**src/design/mrtu_pkg.sv**
```systemverilog
// ----------------------------------------------------------------------------
// mrtu_pkg
// Shared types, codes, the CRC-16/MODBUS byte step and the power-up register
// table of the Modbus RTU register responder.
// ----------------------------------------------------------------------------
`default_nettype none
package mrtu_pkg;

  localparam logic [7:0]  FN_READ_HOLDING = 8'h03;
  localparam logic [7:0]  FN_WRITE_SINGLE = 8'h06;
  localparam logic [15:0] CRC_INIT        = 16'hFFFF;
  localparam logic [15:0] CRC_POLY        = 16'hA001;
  localparam logic [7:0]  REQ_LEN         = 8'd8;
  localparam logic [7:0]  HEAD_LEN        = 8'd6;
  localparam int          IDX_W           = 6;
  localparam int          INIT_LEN        = 25;

  typedef enum logic [1:0] {
    ST_IDLE,
    ST_CHECK,
    ST_SEND
  } state_t;

  // controller to datapath
  typedef struct packed {
    logic accept;
    logic check;
    logic load;
  } cmd_t;

  // datapath to controller
  typedef struct packed {
    logic resp_ok;
    logic last;
    logic out_busy;
  } sts_t;

  // one CRC-16/MODBUS byte update, eight reflected shift steps
  function automatic logic [15:0] crc_step(input logic [15:0] crc_in,
                                           input logic [7:0] b);
    logic [15:0] c;
    c = crc_in ^ {8'h00, b};
    for (int k = 0; k < 8; k++) begin
      if (c[0]) begin
        c = (c >> 1) ^ CRC_POLY;
      end else begin
        c = c >> 1;
      end
    end
    return c;
  endfunction

  // power-up contents of the holding registers
  function automatic logic [15:0] init_word(input int i);
    logic [15:0] w;
    w = 16'h0000;
    if ((i >= 4 && i <= 8) || i == 22) begin
      w = 16'hFFFF;
    end else if (i == 9) begin
      w = 16'h0001;
    end
    return w;
  endfunction

endpackage
`default_nettype wire

```
**src/design/modbus_rtu_slave_register_responder_core.sv**
```systemverilog
// ----------------------------------------------------------------------------
// modbus_rtu_slave_register_responder_core
// Modbus RTU slave for Read Holding Registers and Write Single Register.
// ----------------------------------------------------------------------------
// Request bytes are taken one per cycle while idle; a frame end leads to the
// frame check, and a frame that passes it gets a response streamed one byte
// per cycle out of the output register while the sink does not stall
// (2*N+5 bytes for a read of N words, 8 for a write). The next request byte
// is taken once the last response byte is in the output register. The CRC
// byte step is combinational; the register file reads one address per cycle.
`default_nettype none
module modbus_rtu_slave_register_responder_core
  import mrtu_pkg::*;
#(
  parameter int REG_COUNT      = 32,
  parameter int MAX_READ_WORDS = 29
) (
  input  wire logic       clk,
  input  wire logic       rst_n,
  input  wire logic       in_valid,
  output logic            in_stall,
  input  wire logic [7:0] in_rx_byte,
  input  wire logic       in_frame_end,
  output logic            out_valid,
  input  wire logic       out_stall,
  output logic [7:0]      out_tx_byte,
  output logic            out_tx_last,
  input  wire logic       cfg_valid,
  output logic            cfg_ready,
  input  wire logic [7:0] cfg_slave_address
);

  cmd_t cmd;
  sts_t sts;

  // configuration is always taken
  assign cfg_ready = 1'b1;

  mrtu_ctrl u_ctrl (
    .clk          (clk),
    .rst_n        (rst_n),
    .in_valid     (in_valid),
    .in_frame_end (in_frame_end),
    .in_stall     (in_stall),
    .out_stall    (out_stall),
    .sts          (sts),
    .cmd          (cmd)
  );

  mrtu_datapath #(
    .REG_COUNT      (REG_COUNT),
    .MAX_READ_WORDS (MAX_READ_WORDS)
  ) u_dp (
    .clk       (clk),
    .rst_n     (rst_n),
    .cmd       (cmd),
    .sts       (sts),
    .rx_byte   (in_rx_byte),
    .cfg_we    (cfg_valid && cfg_ready),
    .cfg_data  (cfg_slave_address),
    .out_stall (out_stall),
    .out_valid (out_valid),
    .out_byte  (out_tx_byte),
    .out_last  (out_tx_last)
  );

endmodule
`default_nettype wire

```
**src/design/mrtu_ctrl.sv**
```systemverilog
// ----------------------------------------------------------------------------
// mrtu_ctrl
// Sequencer: collects request bytes, triggers the frame check and paces the
// response bytes into the output register.
// ----------------------------------------------------------------------------
`default_nettype none
module mrtu_ctrl
  import mrtu_pkg::*;
(
  input  wire logic clk,
  input  wire logic rst_n,
  input  wire logic in_valid,
  input  wire logic in_frame_end,
  output logic      in_stall,
  input  wire logic out_stall,
  input  wire sts_t sts,
  output cmd_t      cmd
);

  state_t state_r, state_nxt;

  // hold state
  always_ff @(posedge clk) begin
    if (!rst_n) begin
      state_r <= ST_IDLE;
    end else begin
      state_r <= state_nxt;
    end
  end

  // next state and commands
  always_comb begin
    state_nxt = state_r;
    cmd       = '0;
    in_stall  = 1'b1;
    unique case (state_r)
      ST_IDLE: begin
        in_stall = 1'b0;
        if (in_valid) begin
          cmd.accept = 1'b1;
          if (in_frame_end) begin
            state_nxt = ST_CHECK;
          end
        end
      end
      ST_CHECK: begin
        cmd.check = 1'b1;
        state_nxt = sts.resp_ok ? ST_SEND : ST_IDLE;
      end
      ST_SEND: begin
        if (!sts.out_busy || !out_stall) begin
          cmd.load = 1'b1;
          if (sts.last) begin
            state_nxt = ST_IDLE;
          end
        end
      end
      default: state_nxt = ST_IDLE;
    endcase
  end

endmodule
`default_nettype wire

```
**src/design/mrtu_datapath.sv**
```systemverilog
// ----------------------------------------------------------------------------
// mrtu_datapath
// Frame head, byte count, receive and transmit CRC, holding registers,
// response byte selection and the output register.
// ----------------------------------------------------------------------------
`default_nettype none
module mrtu_datapath
  import mrtu_pkg::*;
#(
  parameter int REG_COUNT      = 32,
  parameter int MAX_READ_WORDS = 29
) (
  input  wire logic       clk,
  input  wire logic       rst_n,
  input  wire cmd_t       cmd,
  output sts_t            sts,
  input  wire logic [7:0] rx_byte,
  input  wire logic       cfg_we,
  input  wire logic [7:0] cfg_data,
  input  wire logic       out_stall,
  output logic            out_valid,
  output logic [7:0]      out_byte,
  output logic            out_last
);

  localparam int PW = (REG_COUNT > 1) ? $clog2(REG_COUNT) : 1;

  logic [7:0]       slave_r;
  logic [7:0]       head_r [HEAD_LEN];
  logic [7:0]       count_r;
  logic [15:0]      rx_crc_r;
  logic [15:0]      tx_crc_r;
  logic [15:0]      regs_r [REG_COUNT];
  logic             fn3_r;
  logic [IDX_W-1:0] len_r;
  logic [IDX_W-1:0] idx_r;
  logic [PW-1:0]    ptr_r;
  logic             half_r;
  logic             out_valid_r;
  logic [7:0]       out_byte_r;
  logic             out_last_r;

  logic [15:0] addr, val;
  logic [16:0] span;
  logic        is_rd, is_wr, base_ok, rd_ok, wr_ok;
  logic [7:0]  body_byte;
  logic [15:0] word;

  assign addr  = {head_r[2], head_r[3]};
  assign val   = {head_r[4], head_r[5]};
  assign span  = {1'b0, addr} + {1'b0, val};
  assign is_rd = head_r[1] == FN_READ_HOLDING;
  assign is_wr = head_r[1] == FN_WRITE_SINGLE;

  // frame checks in order of the protocol rules
  assign base_ok = (rx_crc_r == 16'h0000) && (head_r[0] != 8'h00) &&
                   (head_r[0] == slave_r) && (count_r == REQ_LEN);
  assign rd_ok   = is_rd && (val != 16'h0000) &&
                   (val <= 16'(MAX_READ_WORDS)) && (span <= 17'(REG_COUNT));
  assign wr_ok   = is_wr && (addr < 16'(REG_COUNT));

  assign sts.resp_ok  = base_ok && (rd_ok || wr_ok);
  assign sts.last     = idx_r == len_r + IDX_W'(1);
  assign sts.out_busy = out_valid_r;

  // pick the next response byte
  assign word = regs_r[ptr_r];
  always_comb begin
    priority if (fn3_r && idx_r >= IDX_W'(3)) begin
      body_byte = half_r ? word[7:0] : word[15:8];
    end else if (fn3_r && idx_r == IDX_W'(2)) begin
      body_byte = {val[6:0], 1'b0};
    end else begin
      body_byte = head_r[idx_r[2:0]];
    end
  end

  // station address register
  always_ff @(posedge clk) begin
    if (!rst_n) begin
      slave_r <= 8'd4;
    end else if (cfg_we) begin
      slave_r <= cfg_data;
    end
  end

  // collect request bytes, restart at frame check
  always_ff @(posedge clk) begin
    if (!rst_n) begin
      count_r  <= '0;
      rx_crc_r <= CRC_INIT;
    end else if (cmd.accept) begin
      if (count_r != 8'hFF) begin
        count_r <= count_r + 8'd1;
      end
      rx_crc_r <= crc_step(rx_crc_r, rx_byte);
    end else if (cmd.check) begin
      count_r  <= '0;
      rx_crc_r <= CRC_INIT;
    end
  end

  always_ff @(posedge clk) begin
    if (cmd.accept && count_r < HEAD_LEN) begin
      head_r[count_r[2:0]] <= rx_byte;
    end
  end

  // holding registers: power-up table, single register write
  always_ff @(posedge clk) begin
    if (!rst_n) begin
      for (int i = 0; i < REG_COUNT; i++) begin
        regs_r[i] <= (i < INIT_LEN) ? init_word(i) : 16'h0000;
      end
    end else if (cmd.check && base_ok && wr_ok) begin
      regs_r[addr[PW-1:0]] <= val;
    end
  end

  // response sequencing state
  always_ff @(posedge clk) begin
    if (cmd.check) begin
      fn3_r    <= is_rd;
      len_r    <= is_rd ? IDX_W'({val[5:0], 1'b0} + 7'd3) : IDX_W'(HEAD_LEN);
      idx_r    <= '0;
      ptr_r    <= addr[PW-1:0];
      half_r   <= 1'b0;
      tx_crc_r <= CRC_INIT;
    end else if (cmd.load) begin
      idx_r <= idx_r + IDX_W'(1);
      if (idx_r < len_r) begin
        tx_crc_r <= crc_step(tx_crc_r, body_byte);
        if (fn3_r && idx_r >= IDX_W'(3)) begin
          half_r <= ~half_r;
          if (half_r) begin
            ptr_r <= ptr_r + PW'(1);
          end
        end
      end
    end
  end

  // output register
  always_ff @(posedge clk) begin
    if (!rst_n) begin
      out_valid_r <= 1'b0;
    end else if (cmd.load) begin
      out_valid_r <= 1'b1;
    end else if (!out_stall) begin
      out_valid_r <= 1'b0;
    end
  end

  always_ff @(posedge clk) begin
    if (cmd.load) begin
      if (idx_r < len_r) begin
        out_byte_r <= body_byte;
      end else if (idx_r == len_r) begin
        out_byte_r <= tx_crc_r[7:0];
      end else begin
        out_byte_r <= tx_crc_r[15:8];
      end
      out_last_r <= sts.last;
    end
  end

  assign out_valid = out_valid_r;
  assign out_byte  = out_byte_r;
  assign out_last  = out_last_r;

endmodule
`default_nettype wire
```
**config.mk**
```make
export PLATFORM = sky130hd
export DESIGN_NAME = modbus_rtu_slave_register_responder_core
export DESIGN_NICKNAME = d
export VERILOG_FILES = /design/src/design/mrtu_pkg.sv /design/src/design/modbus_rtu_slave_register_responder_core.sv /design/src/design/mrtu_ctrl.sv /design/src/design/mrtu_datapath.sv
export SDC_FILE = /design/constraint.sdc
export NUM_CORES = 1
export LEC_CHECK = 0
export ABC_CLOCK_PERIOD_IN_PS = 5700
export BUFFER_PORTS_ARGS = -buffer_cell sky130_fd_sc_hd__buf_2
export CAP_MARGIN = 10
export CORE_ASPECT_RATIO = 0.8
export CORE_MARGIN = 10
export CORE_UTILIZATION = 55
export DETAILED_ROUTE_END_ITERATION = 10
export PLACE_DENSITY = 0.8
export SKIP_CTS_REPAIR_TIMING = 1
export SYNTH_ARGS = -nofsm -noshare
export SYNTH_HDL_FRONTEND = slang
export SYNTH_HIERARCHICAL = 1
export SYNTH_SLANG_ARGS = --single-unit
export TNS_END_PERCENT = 100
```
**constraint.sdc**
```tcl
create_clock -name clk -period 5.7 [get_ports clk]
set_clock_uncertainty 0.15 [all_clocks]
set_input_delay 0.285 -clock clk [delete_from_list [all_inputs] [get_ports clk]]
set_output_delay 0.285 -clock clk [all_outputs]
set_load 0.01 [all_outputs]
```
==> summary.md <==
| Metric | Value |
|---|---|
| Status | `finished, violations left` |
| Failing checks | `negative hold slack` |
| Routed WL | `86300 um` |
| Post-synth top area cell | `edfxtp_1` |
| Slew HR | `16.9%` |
| Worst-Skew Late Latency | `0.62 ns` |
| Initial antenna violation count | `1` |
| First-pass GRT wire length | `128000 um` |
| Routed via count | `20400` |
| ANT nets after route | `0` |
| Die X | `287 um` |
| Mux cell area share after synthesis | `12.4%` |
| Syn Area/Cell | `13.7 um2` |
| Post-synthesis compound-gate area fraction | `4.57%` |
| Vias in the first global route | `19700` |
| Hold Path Class | `input pin to flop` |
| CP arrival | `5.16 ns` |
| IO Port Bufs | `32` |
| Largest family of logic cells by synthesized area | `simple AND/OR/NAND/NOR gates` |
| Top cell type's share of synthesized area | `57.0%` |
| Pwr Total | `10.8 mW` |
| CP max FO | `50` |
| Post-route cell area | `34800 um2` |
| DRC viols | `0` |
| Die Y | `234 um` |
| Detail Placement HPWL | `55600 um` |
| Cell Area, Synth | `31500 um2` |
| GP Congestion | `1.05` |
| Synth Area in Simple Gates | `15.0%` |
| Aggregate global routing overflow | `0` |
| Most common cell after layout, fill and taps aside | `edfxtp_1` |
| Clock Path Buffers | `3` |
| Startpoint Class | `flop` |
| Post-synth top flop | `edfxtp_1` |
| Die area | `67200 um2` |
| CTS buffer count | `66` |
| Hold slack final | `-0.00175 ns` |
| Root Buffer | `clkbuf_16` |
| Post-synth ARST share | `0%` |
| Std cell rows | `78` |
| Post-synthesis sequential area ratio | `61.2%` |
| Post-Syn Instances | `2293` |
| Netlist cell types | `80` |
| Fin crit period | `4.81 ns` |
| Pwr dens | `311 nW/um2` |
| Required @ worst endpoint | `6.05 ns` |
| I/O pins | `34` |
| Finish-stage setup viols | `0` |
| RSZ-0062 raised after global routing | `false` |
| # Max-Cap Violations | `0` |
| Via density | `6.49` |
| Seq cells post-synth | `663` |
| Fin. max-slew vios | `0` |
| Clock-pin slew on the worst setup and hold paths | `0.06 ns` |
| CTS tree | `built` |
| Post-DP Area | `32400 um2` |
| H-tree levels | `3` |
| Fin. Hold Viols | `1` |
| Period utilisation layout | `84.4%` |
| Most frequent cells in the layout | `edfxtp_1, and2_1, mux2i_1` |
| Area delta synth->final | `10.6%` |
| Core Area | `56700 um2` |
| Synth Area in Adders | `1.34%` |
| Share of layout cells above drive strength 1 | `13.9%` |
| Drt first pass iters | `8` |
| Largest net degree at the start of global routing | `64` |
| Worst Max-Slew Pin Slew | `1.24 ns` |
| Peak VDD IR | `199 uV` |
| Synth Area in XOR/XNOR | `2.37%` |
| Max frequency | `208 MHz` |
| Critical path capture point type | `flop` |
| Fin nets | `2385` |
| Synthesis warning total | `6` |
| Overall global routing resource usage | `25.3%` |
| Initial DRC count | `3245` |
| Starting Density | `55.5%` |
| CP Class | `flop to flop` |
| Pleak | `12.2 nW` |
| Post-synth EDFFs | `597` |
| Leading cell types by total area after synthesis | `edfxtp_1, and2_1, mux4_2, dfxtp_1, mux2i_1` |
| Final setup TNS | `0 ns` |
| Wire per inst | `27.5 um` |
| Clock sinks | `663` |
## worst max-delay path: stages, from the launching register on
cell and delay [ns]:
dfxtp_4 0.62, buf_12 0.43, mux4_1 0.64, a22oi_1 0.45, nand3_1 0.15, nor4bb_1 0.26, or3_1 0.22, xor2_1 0.27
xor2_1 0.24, xnor3_2 0.50, xnor2_2 0.23, xor2_1 0.18, nor2_1 0.07, a211o_1 0.28
## per-layer routing
layer	GRT usage, %	up-vias	part of all wire (%)
met3	8.05	264	13
met2	38.2	1454	45
met1	34.0	10100	37
met4	9.71	0	4.2
met5	0	-	0
li1	-	8588	-
## cell type report
class	instances	area, um2
clock buffers	78	1710
inverters	26	97.6
flip-flops and latches	663	19300
multi-input cells	1427	11300
fillers	4009	21900
diodes	2	5.00
well taps	760	951
repair buffers	146	1100
clock inverters	42	407
## path summary, 6_finish.rpt
| kind | to | start | slack (ns) | depth (start not counted) |
|---|---|---|---|---|
| max reg2reg | u_dp/tx_crc_r[0]$_SDFFE_PP1P_ | flop | 0.89 | 13 |
| min reg2reg | u_dp/tx_crc_r[12]$_SDFFE_PP1P_ | u_dp/tx_crc_r[12]$_SDFFE_PP1P_ | 0.34 | 1 |
| max | u_dp/tx_crc_r[0]$_SDFFE_PP1P_ | flop | 0.89 | 13 |
| min | u_dp/slave_r[1]$_SDFFE_PN0P_ | cfg_valid | -0.002 | 3 |
## flip-flops by register name, indices dropped and copies added, names as in the netlist, named ones only
signal,count
u_dp/out_last,1
u_dp/fn3_r,1
u_dp/ptr_r,5
u_dp/rx_crc_r,16
u_dp/idx_r,6
u_dp/out_valid,1
u_dp/head_r,64
u_ctrl/state_r,2
u_dp/out_byte,8
u_dp/slave_r,8
u_dp/len_r,6
u_dp/count_r,8
u_dp/regs_r,512
u_dp/half_r,1
u_dp/tx_crc_r,16
## cell usage after synthesis, types with 8 or more instances
cell,instances
mux2_2,13
ha_1,32
a211o_1,11
buf_6,8
nand4_1,11
mux2i_1,112
o31ai_1,9
a31oi_1,9
nand2_1,94
mux4_1,32
and2_1,366
clkbuf_1,145
nor2b_1,20
mux4_2,79
nor3_1,72
or3_1,90
xor2_1,36
a211oi_1,11
a22oi_1,34
a21oi_1,38
a21o_1,8
edfxtp_1,597
dfxtp_1,66
buf_2,18
buf_4,10
xnor2_1,40
inv_1,23
nand3_1,36
nor4_1,16
o21ai_0,67
nor2_1,89
## per-stage QoR
| step | cells | hold WS (ns) | utilization [%] | setup WS (ns) |
|---|---|---|---|---|
| after CTS | 3117 | -0.263 | 60.9 | 0.987 |
| after detailed placement | 2997 | 0.322 | 57.2 | 1.03 |
| after global placement | 2997 | 0.314 | 57.2 | 0.876 |
| after global routing | 3142 | 0.0172 | 61.4 | 0.632 |
| after floorplan | 2308 | 0.234 | - | 1.73 |
| final | 3144 | -0.00175 | 61.4 | 0.887 |
## where the power goes
part	total [mW]	leakage, nW	internal (mW)	switching (mW)
Sequential	5.64	6.25	5.52	0.118
Clock	4.30	1.03	2.44	1.87
Combinational	0.871	4.96	0.352	0.519
Total	10.8	12.2	8.31	2.50
## cell families after synthesis
kind of cell    count (synthesis)
other cells                     2
buf+inv                       218
flops                         663
fa+ha+maj                      33
simple gates                  839
xor+xnor                       80
compound gates                222
mux                           236
Note: power is estimated with default switching activity, not from simulation.
